**src/hdl/spmag_pkg.sv**
```systemverilog
// ---------------------------------------------------------------------------
// spmag_pkg
// Types, codes and reset values shared by the stereo peak meter.
// ---------------------------------------------------------------------------
package spmag_pkg;

	localparam int SAMPLE_BITS = 16;
	localparam int CLIP_BITS   = 16;
	localparam int CMP_BITS    = (SAMPLE_BITS > CLIP_BITS) ? SAMPLE_BITS : CLIP_BITS;

	typedef logic signed [SAMPLE_BITS-1:0] sample_t;
	typedef logic [SAMPLE_BITS-1:0]        mag_t;
	typedef logic [6:0]                    gain_t;
	typedef logic [7:0]                    count_t;

	// operation codes
	localparam logic [2:0] OP_FRAME  = 3'd0;
	localparam logic [2:0] OP_UP     = 3'd1;
	localparam logic [2:0] OP_DOWN   = 3'd2;
	localparam logic [2:0] OP_TOGGLE = 3'd3;
	localparam logic [2:0] OP_LOAD   = 3'd4;

	// register indexes
	localparam logic [7:0] REG_CLIP_LEVEL = 8'd0;
	localparam logic [7:0] REG_HOLDOFF    = 8'd1;
	localparam logic [7:0] REG_HOLD       = 8'd2;
	localparam logic [7:0] REG_MAX_GAIN   = 8'd3;

	localparam logic [CLIP_BITS-1:0] CLIP_RESET     = 16'd32767;
	localparam count_t               HOLDOFF_RESET  = 8'd3;
	localparam count_t               HOLD_RESET     = 8'd22;
	localparam gain_t                MAX_GAIN_RESET = 7'd100;
	localparam count_t               AGE_MAX        = 8'hff;

	typedef struct packed {
		logic [2:0] operation;
		sample_t    left_sample;
		sample_t    right_sample;
		logic       last_in_block;
		gain_t      gain_value;
	} in_item_t;

	typedef struct packed {
		mag_t  peak_left;
		mag_t  peak_right;
		mag_t  held_left;
		mag_t  held_right;
		gain_t gain_now;
		logic  auto_on;
		logic  gain_cut;
	} out_item_t;

	typedef struct packed {
		logic [CLIP_BITS-1:0] clip_level;
		count_t               holdoff_blocks;
		count_t               hold_blocks;
		gain_t                max_gain;
	} cfg_t;

	// absolute value; the most negative sample maps onto the sign bit weight
	function automatic mag_t magnitude(sample_t s);
		mag_t u;
		u = mag_t'(s);
		return s[SAMPLE_BITS-1] ? mag_t'(~u + 1'b1) : u;
	endfunction

endpackage

```
**src/hdl/spmag_cfg.sv**
```systemverilog
// ---------------------------------------------------------------------------
// spmag_cfg
// Configuration register file, written through a write enable, an index and data.
// ---------------------------------------------------------------------------
module spmag_cfg
	import spmag_pkg::*;
(
	input  logic                 clk,
	input  logic                 arst_n,
	input  logic                 wr_en,
	input  logic [7:0]           wr_index,
	input  logic [CLIP_BITS-1:0] wr_data,
	output cfg_t                 cfg
);

	cfg_t cfg_q;

	always_ff @(posedge clk or negedge arst_n) begin
		if (!arst_n) begin
			cfg_q.clip_level     <= CLIP_RESET;
			cfg_q.holdoff_blocks <= HOLDOFF_RESET;
			cfg_q.hold_blocks    <= HOLD_RESET;
			cfg_q.max_gain       <= MAX_GAIN_RESET;
		end else if (wr_en) begin
			case (wr_index)
				REG_CLIP_LEVEL: cfg_q.clip_level     <= wr_data;
				REG_HOLDOFF:    cfg_q.holdoff_blocks <= wr_data[7:0];
				REG_HOLD:       cfg_q.hold_blocks    <= wr_data[7:0];
				REG_MAX_GAIN:   cfg_q.max_gain       <= wr_data[6:0];
				default: ;
			endcase
		end
	end

	assign cfg = cfg_q;

endmodule

```
**src/hdl/spmag_meter.sv**
```systemverilog
// ---------------------------------------------------------------------------
// spmag_meter
// Meter state and the single-pass update for one item.
// ---------------------------------------------------------------------------
module spmag_meter
	import spmag_pkg::*;
(
	input  logic      clk,
	input  logic      arst_n,
	input  logic      step,
	input  in_item_t  item,
	input  cfg_t      cfg,
	output logic      has_result,
	output out_item_t result
);

	mag_t   run_l_q, run_r_q, hold_l_q, hold_r_q;
	count_t age_l_q, age_r_q, holdoff_q;
	gain_t  gain_q;
	logic   auto_q;

	mag_t   run_l_d, run_r_d, hold_l_d, hold_r_d;
	count_t age_l_d, age_r_d, holdoff_d;
	gain_t  gain_d;
	logic   auto_d;

	mag_t   mag_l, mag_r, blk_l, blk_r, hl_t, hr_t;
	count_t al_t, ar_t, hoff_t;
	logic   clip, cut;
	logic [7:0] gain_inc;

	always_comb begin
		run_l_d    = run_l_q;
		run_r_d    = run_r_q;
		hold_l_d   = hold_l_q;
		hold_r_d   = hold_r_q;
		age_l_d    = age_l_q;
		age_r_d    = age_r_q;
		holdoff_d  = holdoff_q;
		gain_d     = gain_q;
		auto_d     = auto_q;
		has_result = 1'b0;
		cut        = 1'b0;

		mag_l = magnitude(item.left_sample);
		mag_r = magnitude(item.right_sample);
		blk_l = (mag_l > run_l_q) ? mag_l : run_l_q;
		blk_r = (mag_r > run_r_q) ? mag_r : run_r_q;

		// age, expire, then recapture the held peaks
		al_t = (age_l_q < AGE_MAX) ? age_l_q + 8'd1 : age_l_q;
		ar_t = (age_r_q < AGE_MAX) ? age_r_q + 8'd1 : age_r_q;
		hl_t = (al_t > cfg.hold_blocks) ? '0 : hold_l_q;
		hr_t = (ar_t > cfg.hold_blocks) ? '0 : hold_r_q;

		hoff_t = (holdoff_q != 8'd0) ? holdoff_q - 8'd1 : holdoff_q;
		clip   = (CMP_BITS'(blk_l) >= CMP_BITS'(cfg.clip_level)) ||
		         (CMP_BITS'(blk_r) >= CMP_BITS'(cfg.clip_level));
		gain_inc = {1'b0, gain_q} + 8'd1;

		unique case (item.operation)
			OP_FRAME: begin
				if (item.last_in_block) begin
					has_result = 1'b1;
					run_l_d    = '0;
					run_r_d    = '0;
					if (hl_t < blk_l) begin
						hold_l_d = blk_l;
						age_l_d  = '0;
					end else begin
						hold_l_d = hl_t;
						age_l_d  = al_t;
					end
					if (hr_t < blk_r) begin
						hold_r_d = blk_r;
						age_r_d  = '0;
					end else begin
						hold_r_d = hr_t;
						age_r_d  = ar_t;
					end
					holdoff_d = hoff_t;
					if (auto_q && hoff_t == 8'd0 && clip) begin
						cut       = 1'b1;
						holdoff_d = cfg.holdoff_blocks;
						if (gain_q != '0)
							gain_d = gain_q - 7'd1;
					end
				end else begin
					run_l_d = blk_l;
					run_r_d = blk_r;
				end
			end
			OP_UP: begin
				has_result = 1'b1;
				gain_d = (gain_inc > {1'b0, cfg.max_gain}) ? cfg.max_gain : gain_inc[6:0];
			end
			OP_DOWN: begin
				has_result = 1'b1;
				if (gain_q != '0)
					gain_d = gain_q - 7'd1;
			end
			OP_TOGGLE: begin
				has_result = 1'b1;
				auto_d     = ~auto_q;
			end
			OP_LOAD: begin
				has_result = 1'b1;
				gain_d     = item.gain_value;
			end
			default: ;
		endcase

		result.peak_left  = (item.operation == OP_FRAME) ? blk_l : '0;
		result.peak_right = (item.operation == OP_FRAME) ? blk_r : '0;
		result.held_left  = hold_l_d;
		result.held_right = hold_r_d;
		result.gain_now   = gain_d;
		result.auto_on    = auto_d;
		result.gain_cut   = cut;
	end

	always_ff @(posedge clk or negedge arst_n) begin
		if (!arst_n) begin
			run_l_q   <= '0;
			run_r_q   <= '0;
			hold_l_q  <= '0;
			hold_r_q  <= '0;
			age_l_q   <= '0;
			age_r_q   <= '0;
			holdoff_q <= '0;
			gain_q    <= '0;
			auto_q    <= 1'b1;
		end else if (step) begin
			run_l_q   <= run_l_d;
			run_r_q   <= run_r_d;
			hold_l_q  <= hold_l_d;
			hold_r_q  <= hold_r_d;
			age_l_q   <= age_l_d;
			age_r_q   <= age_r_d;
			holdoff_q <= holdoff_d;
			gain_q    <= gain_d;
			auto_q    <= auto_d;
		end
	end

endmodule

```
**src/hdl/stereo_peak_meter_auto_gain_core.sv**
```systemverilog
// ---------------------------------------------------------------------------
// stereo_peak_meter_auto_gain_core
// Stereo block peak meter with peak hold and automatic gain reduction.
// ---------------------------------------------------------------------------
// One item is accepted per clock cycle unless a waiting result stalls the
// pipeline. An accepted item sits in the input register while the meter
// state is updated, and its result, if any, is then written to the output
// register, which drives out_valid. The output register stalls the input
// register only while a waiting result is not taken. Frames that do not
// close a block and unused operation codes give no result. Configuration
// writes complete in the cycle they are presented (cfg_ready is always high).
module stereo_peak_meter_auto_gain_core
	import spmag_pkg::*;
(
	input  logic                 clk,
	input  logic                 arst_n,
	input  logic                 in_valid,
	output logic                 in_ready,
	input  in_item_t             in_data,
	output logic                 out_valid,
	input  logic                 out_ready,
	output out_item_t            out_data,
	input  logic                 cfg_valid,
	output logic                 cfg_ready,
	input  logic [7:0]           cfg_index,
	input  logic [CLIP_BITS-1:0] cfg_data
);

	cfg_t      cfg;
	in_item_t  item_s1;
	logic      valid_s1;
	out_item_t out_item_q;
	logic      out_valid_q;
	logic      advance, has_result;
	out_item_t result;

	assign cfg_ready = 1'b1;

	spmag_cfg u_cfg (
		.clk      (clk),
		.arst_n   (arst_n),
		.wr_en    (cfg_valid),
		.wr_index (cfg_index),
		.wr_data  (cfg_data),
		.cfg      (cfg)
	);

	// advance the input register whenever the output register can take a result
	assign advance  = valid_s1 && (!out_valid_q || out_ready);
	assign in_ready = !valid_s1 || advance;

	always_ff @(posedge clk or negedge arst_n) begin
		if (!arst_n)
			valid_s1 <= 1'b0;
		else if (in_ready)
			valid_s1 <= in_valid;
	end

	always_ff @(posedge clk) begin
		if (in_valid && in_ready)
			item_s1 <= in_data;
	end

	spmag_meter u_meter (
		.clk        (clk),
		.arst_n     (arst_n),
		.step       (advance),
		.item       (item_s1),
		.cfg        (cfg),
		.has_result (has_result),
		.result     (result)
	);

	always_ff @(posedge clk or negedge arst_n) begin
		if (!arst_n)
			out_valid_q <= 1'b0;
		else if (advance && has_result)
			out_valid_q <= 1'b1;
		else if (out_ready)
			out_valid_q <= 1'b0;
	end

	always_ff @(posedge clk) begin
		if (advance && has_result)
			out_item_q <= result;
	end

	assign out_valid = out_valid_q;
	assign out_data  = out_item_q;

endmodule

```
**config.mk**
```make
export PLATFORM = sky130hd
export DESIGN_NAME = stereo_peak_meter_auto_gain_core
export DESIGN_NICKNAME = d
export VERILOG_FILES = /design/src/hdl/spmag_pkg.sv /design/src/hdl/spmag_cfg.sv /design/src/hdl/spmag_meter.sv /design/src/hdl/stereo_peak_meter_auto_gain_core.sv
export SDC_FILE = /design/constraint.sdc
export NUM_CORES = 1
export LEC_CHECK = 0
export BUFFER_PORTS_ARGS = -buffer_cell sky130_fd_sc_hd__buf_2
export CAP_MARGIN = 10
export CORE_MARGIN = 4
export CORE_UTILIZATION = 45
export DETAILED_ROUTE_END_ITERATION = 8
export HOLD_SLACK_MARGIN = 0.05
export PLACE_DENSITY_LB_ADDON = 0.3
export REMOVE_ABC_BUFFERS = 1
export SLEW_MARGIN = 20
export SYNTH_ARGS = -nofsm -noshare
export SYNTH_HDL_FRONTEND = slang
export SYNTH_HIERARCHICAL = 1
export SYNTH_SLANG_ARGS = --single-unit
```
**constraint.sdc**
```tcl
create_clock -name clk -period 11 [get_ports clk]
set_clock_uncertainty 0.2 [all_clocks]
set_input_delay 0.55 -clock clk [delete_from_list [all_inputs] [get_ports clk]]
set_output_delay 0.55 -clock clk [all_outputs]
set_load 0.02 [all_outputs]
```
==> qor.csv <==
stage,metric,value,unit
final_layout,Layout Nets,1806,
final_layout,Layout fillers,2816,
cts,htree depth,1,
global_route,initial antenna violation count,0,
global_route,first-pass GRT wire length,61680,um
drt,Pre-Repair DR Iteration Count,8,
timing,final setup margin,2.823,ns
min_path,worst hold-check path type,input pin to flop,
setup_path,Required @ worst endpoint,11.19,ns
synth,Mapped Area,14760,um2
synth,cells after synthesis,1425,
setup_path,"Cell Chain, Critical Path",or4_1 -> nor2_1 -> nand3_1 -> o41ai_1 -> xnor2_1 -> ha_1 -> nand4_1 -> or4_1 -> nand2_1 -> mux2i_1 -> ha_1 -> a21oi_1 -> o21ai_1 -> a2111o_1 -> or4b_1 -> a21o_1 -> a311oi_2 -> nand2_1 -> o2bb2ai_1,
drt,drt total wl,38690,um
drt,residual DRC count,0,
timing,Tmin final,8.177,ns
global_route,total track usage,0.2130,
cts,clock latency on the worst-skew pair,0.57,ns
synth,top_reg_cell synth,edfxtp_1,
floorplan,DIE AREA,35760,um2
setup_path,critical path arrival,8.37,ns
drt,per-cell routed wire length,18.67,um
floorplan,die height,189.1,um
global_route,vias in the first global route,11410,
synth,yosys warns,6,
timing,Final Setup Violations,0,
cts,clk sinks,253,
setup_path,Crit-path slowest cell,a311oi_2,
final_layout,Finished Cell Area,17400,um2
job,Max-Cap Viols,0,
timing,RSZ-0062 raised after global routing,false,
floorplan,Initial Utilization,0.4547,
setup_path,Stages on worst setup path,19,
drt,ANT nets after route,0,
placement,Post-DP Area,15880,um2
placement,placed cells,1967,
placement,Port Buffers,146,
final_layout,final instance count without filler cells,2072,
floorplan,# rows,66,
placement,GPL Wtd Cong,0.9277,
timing,Rel. slew slack,0.2296,
final_layout,share of layout cells above drive strength 1,0.1810,
timing,period utilization,0.7434,
global_route,global route overflow,0,
setup_path,Startpoint Class,flop,
cts,TritonCTS clock tree,built,
placement,setup slack after placement,3.003,ns
setup_path,"CP delay by family, top",simple AND/OR/NAND/NOR gates,
synth,fraction of registers with async set/reset,0.5415,
floorplan,core area,32450,um2
cts,post-CTS sizing,0,
floorplan,Die Width,189.1,um
setup_path,Reg2Reg Depth,19,
final_layout,n_diodes,0,
setup_path,CP endpoint kind,flop,
setup_path,max incr delay on CP,0.86,ns
synth,synth unique cells,78,
floorplan,# IOs,148,
global_route,largest net degree at the start of global routing,93,
drt,via count,11550,
timing,Final Slew Violations,0,
timing,Post-Route Setup TNS,0,ns
min_path,hold-critical path depth,2,
setup_path,Crit Path Class,flop to flop,
synth,"Seq/Total Area, Yosys",0.4704,
timing,Fmax,122.3,MHz
cts,total CTS buffers,28,
setup_path,crit path max fanout,17,
cts,Worst-path clk slew,0.07,ns
run_status,status,finished clean,
synth,number of synthesized flops with an enable pin,116,
placement,dpl hpwl,26830,um
setup_path,worst path buffer plus inverter count,0,
synth,#FFs+latches synth,253,
synth,Post-Syn Area per Cell,10.36,um2
cts,CTS Buffer Depth,3,
drt,Starting DRT DRC Count,920,
drt,vias per cell,5.572,
power,worst ir drop on vdd,0.1280,mV
timing,Worst Tran Pin Value,1.156,ns
final_layout,Area Overhead vs Synth,17.91,%
cts,CTS Root Cell,clkbuf_16,
power,Pleak,7.525,nW
timing,"Hold Violations, Final",0,
power,PwrDens,223.8,nW/um2
## Yosys cell counts, drive strengths merged, types with 19 or more instances
master / n / area (um2)
a21oi: 63 / 315.3
edfxtp: 116 / 3483
o21ai: 103 / 515.5
ha: 126 / 1577
clkbuf: 44 / 165.2
nand4: 21 / 137.6
nand2: 148 / 563.0
a21o: 20 / 150.1
and2: 37 / 231.5
dfstp: 24 / 630.6
nor2: 82 / 307.8
inv: 107 / 401.6
nand3: 33 / 165.2
mux2i: 21 / 210.2
mux2: 43 / 521.8
o21a: 20 / 150.1
nor3: 19 / 100.1
o2bb2ai: 47 / 411.6
dfrtp: 113 / 2828
xnor2: 37 / 324.1
## state kept, by name (all words and copies together) (netlist names)
register and flops:
item_s1 43, out_data 73, out_valid 1, u_cfg/cfg 39, u_meter/age_l_q 8, u_meter/age_r_q 8, u_meter/auto_q 1, u_meter/gain_q 7
u_meter/hold_l_q 16, u_meter/hold_r_q 16, u_meter/holdoff_q 8, u_meter/run_l_q 16, u_meter/run_r_q 16, valid_s1 1
## report_power, final
group | leakage [nW] | switching (mW) | internal (mW)
registers | 2.87 | 0.156 | 1.19
clock network | 0.484 | 0.400 | 0.602
logic | 4.17 | 0.928 | 0.619
total | 7.53 | 1.48 | 2.41
## final timing paths
check / slack (ns) / from / endpoint
worst max register to register: 2.82 / item_s1[31] / out_data[40]
worst min-delay path: 0.1 / cfg_data[7] / u_cfg/cfg[14]
max in group asynchronous: 8.91 / arst_n / u_meter/age_l_q[5]
worst min register to register: 0.28 / u_meter/run_r_q[1] / u_meter/run_r_q[1]
min in group asynchronous: 0.41 / arst_n / u_meter/hold_l_q[8]
worst max-delay path: 2.82 / item_s1[31] / out_data[40]
## layer usage
metal / routed length, um / vias up / track usage
li1: - / 5550 / -
met1: 17490 / 5616 / 0.2929
met2: 18480 / 316 / 0.3615
met3: 1880 / 63 / 0.03097
met4: 834 / 0 / 0.04540
met5: 0 / - / 0
## final cells by class
class,count,area (um2),area share
timing repair buffer,212,1365,0.07844
multi-input combinational,1006,7153,0.4111
clock buffer,37,789.5,0.04537
tap,442,553.0,0.03178
clock inverter,15,197.7,0.01136
sequential,253,6942,0.3989
inverter,107,401.6,0.02308
## logic make-up after synthesis
kind of cell             count (synthesis)  share of synthesized area
multiplexers                            64                    0.04960
buffers and inverters                  166                    0.04621
XOR/XNOR                                41                    0.02433
flip-flops                             253                     0.4704
adder cells (fa/ha/maj)                126                     0.1068
other                                    1                  0.0002541
AND/OR/NAND/NOR                        413                     0.1402
AO/OA/AOI/OAI                          361                     0.1622
## layout by cell type, fill, tap and decap left out, types with 16 or more instances in the layout
cell             n
nand4_1         20
dlygate4sd3_1   53
nand2_1        147
nand3_1         33
nor3_1          18
a21o_1          20
dfrtp_1        113
xnor2_1         37
o2bb2ai_1       47
inv_1          107
a21oi_1         62
ha_1           126
and2_1          36
mux2i_1         21
buf_2          145
o22ai_1         18
mux2_2          33
nor2_1          82
dfstp_2         24
o21ai_1         16
o21a_1          20
edfxtp_1       116
o21ai_0         87
clkbuf_16       29
## what timing repair did
item	4_1_cts	5_1_grt
hold buffers	53	0
setup buffers	0	0
hold endpoints to repair	128	0
## through the flow
stage | utilization | hold slack [ns] | total power, mW
2_1_floorplan | - | 0.05441 | 2.424
3_3_place_gp | 0.4893 | 0.2644 | 2.818
3_5_place_dp | 0.4894 | 0.2732 | 2.873
4_1_cts | 0.5362 | 0.07590 | 3.908
5_1_grt | 0.5362 | 0.08350 | 4.168
6_report | 0.5362 | 0.09843 | 3.894
Power figures use the tool's default switching activity.
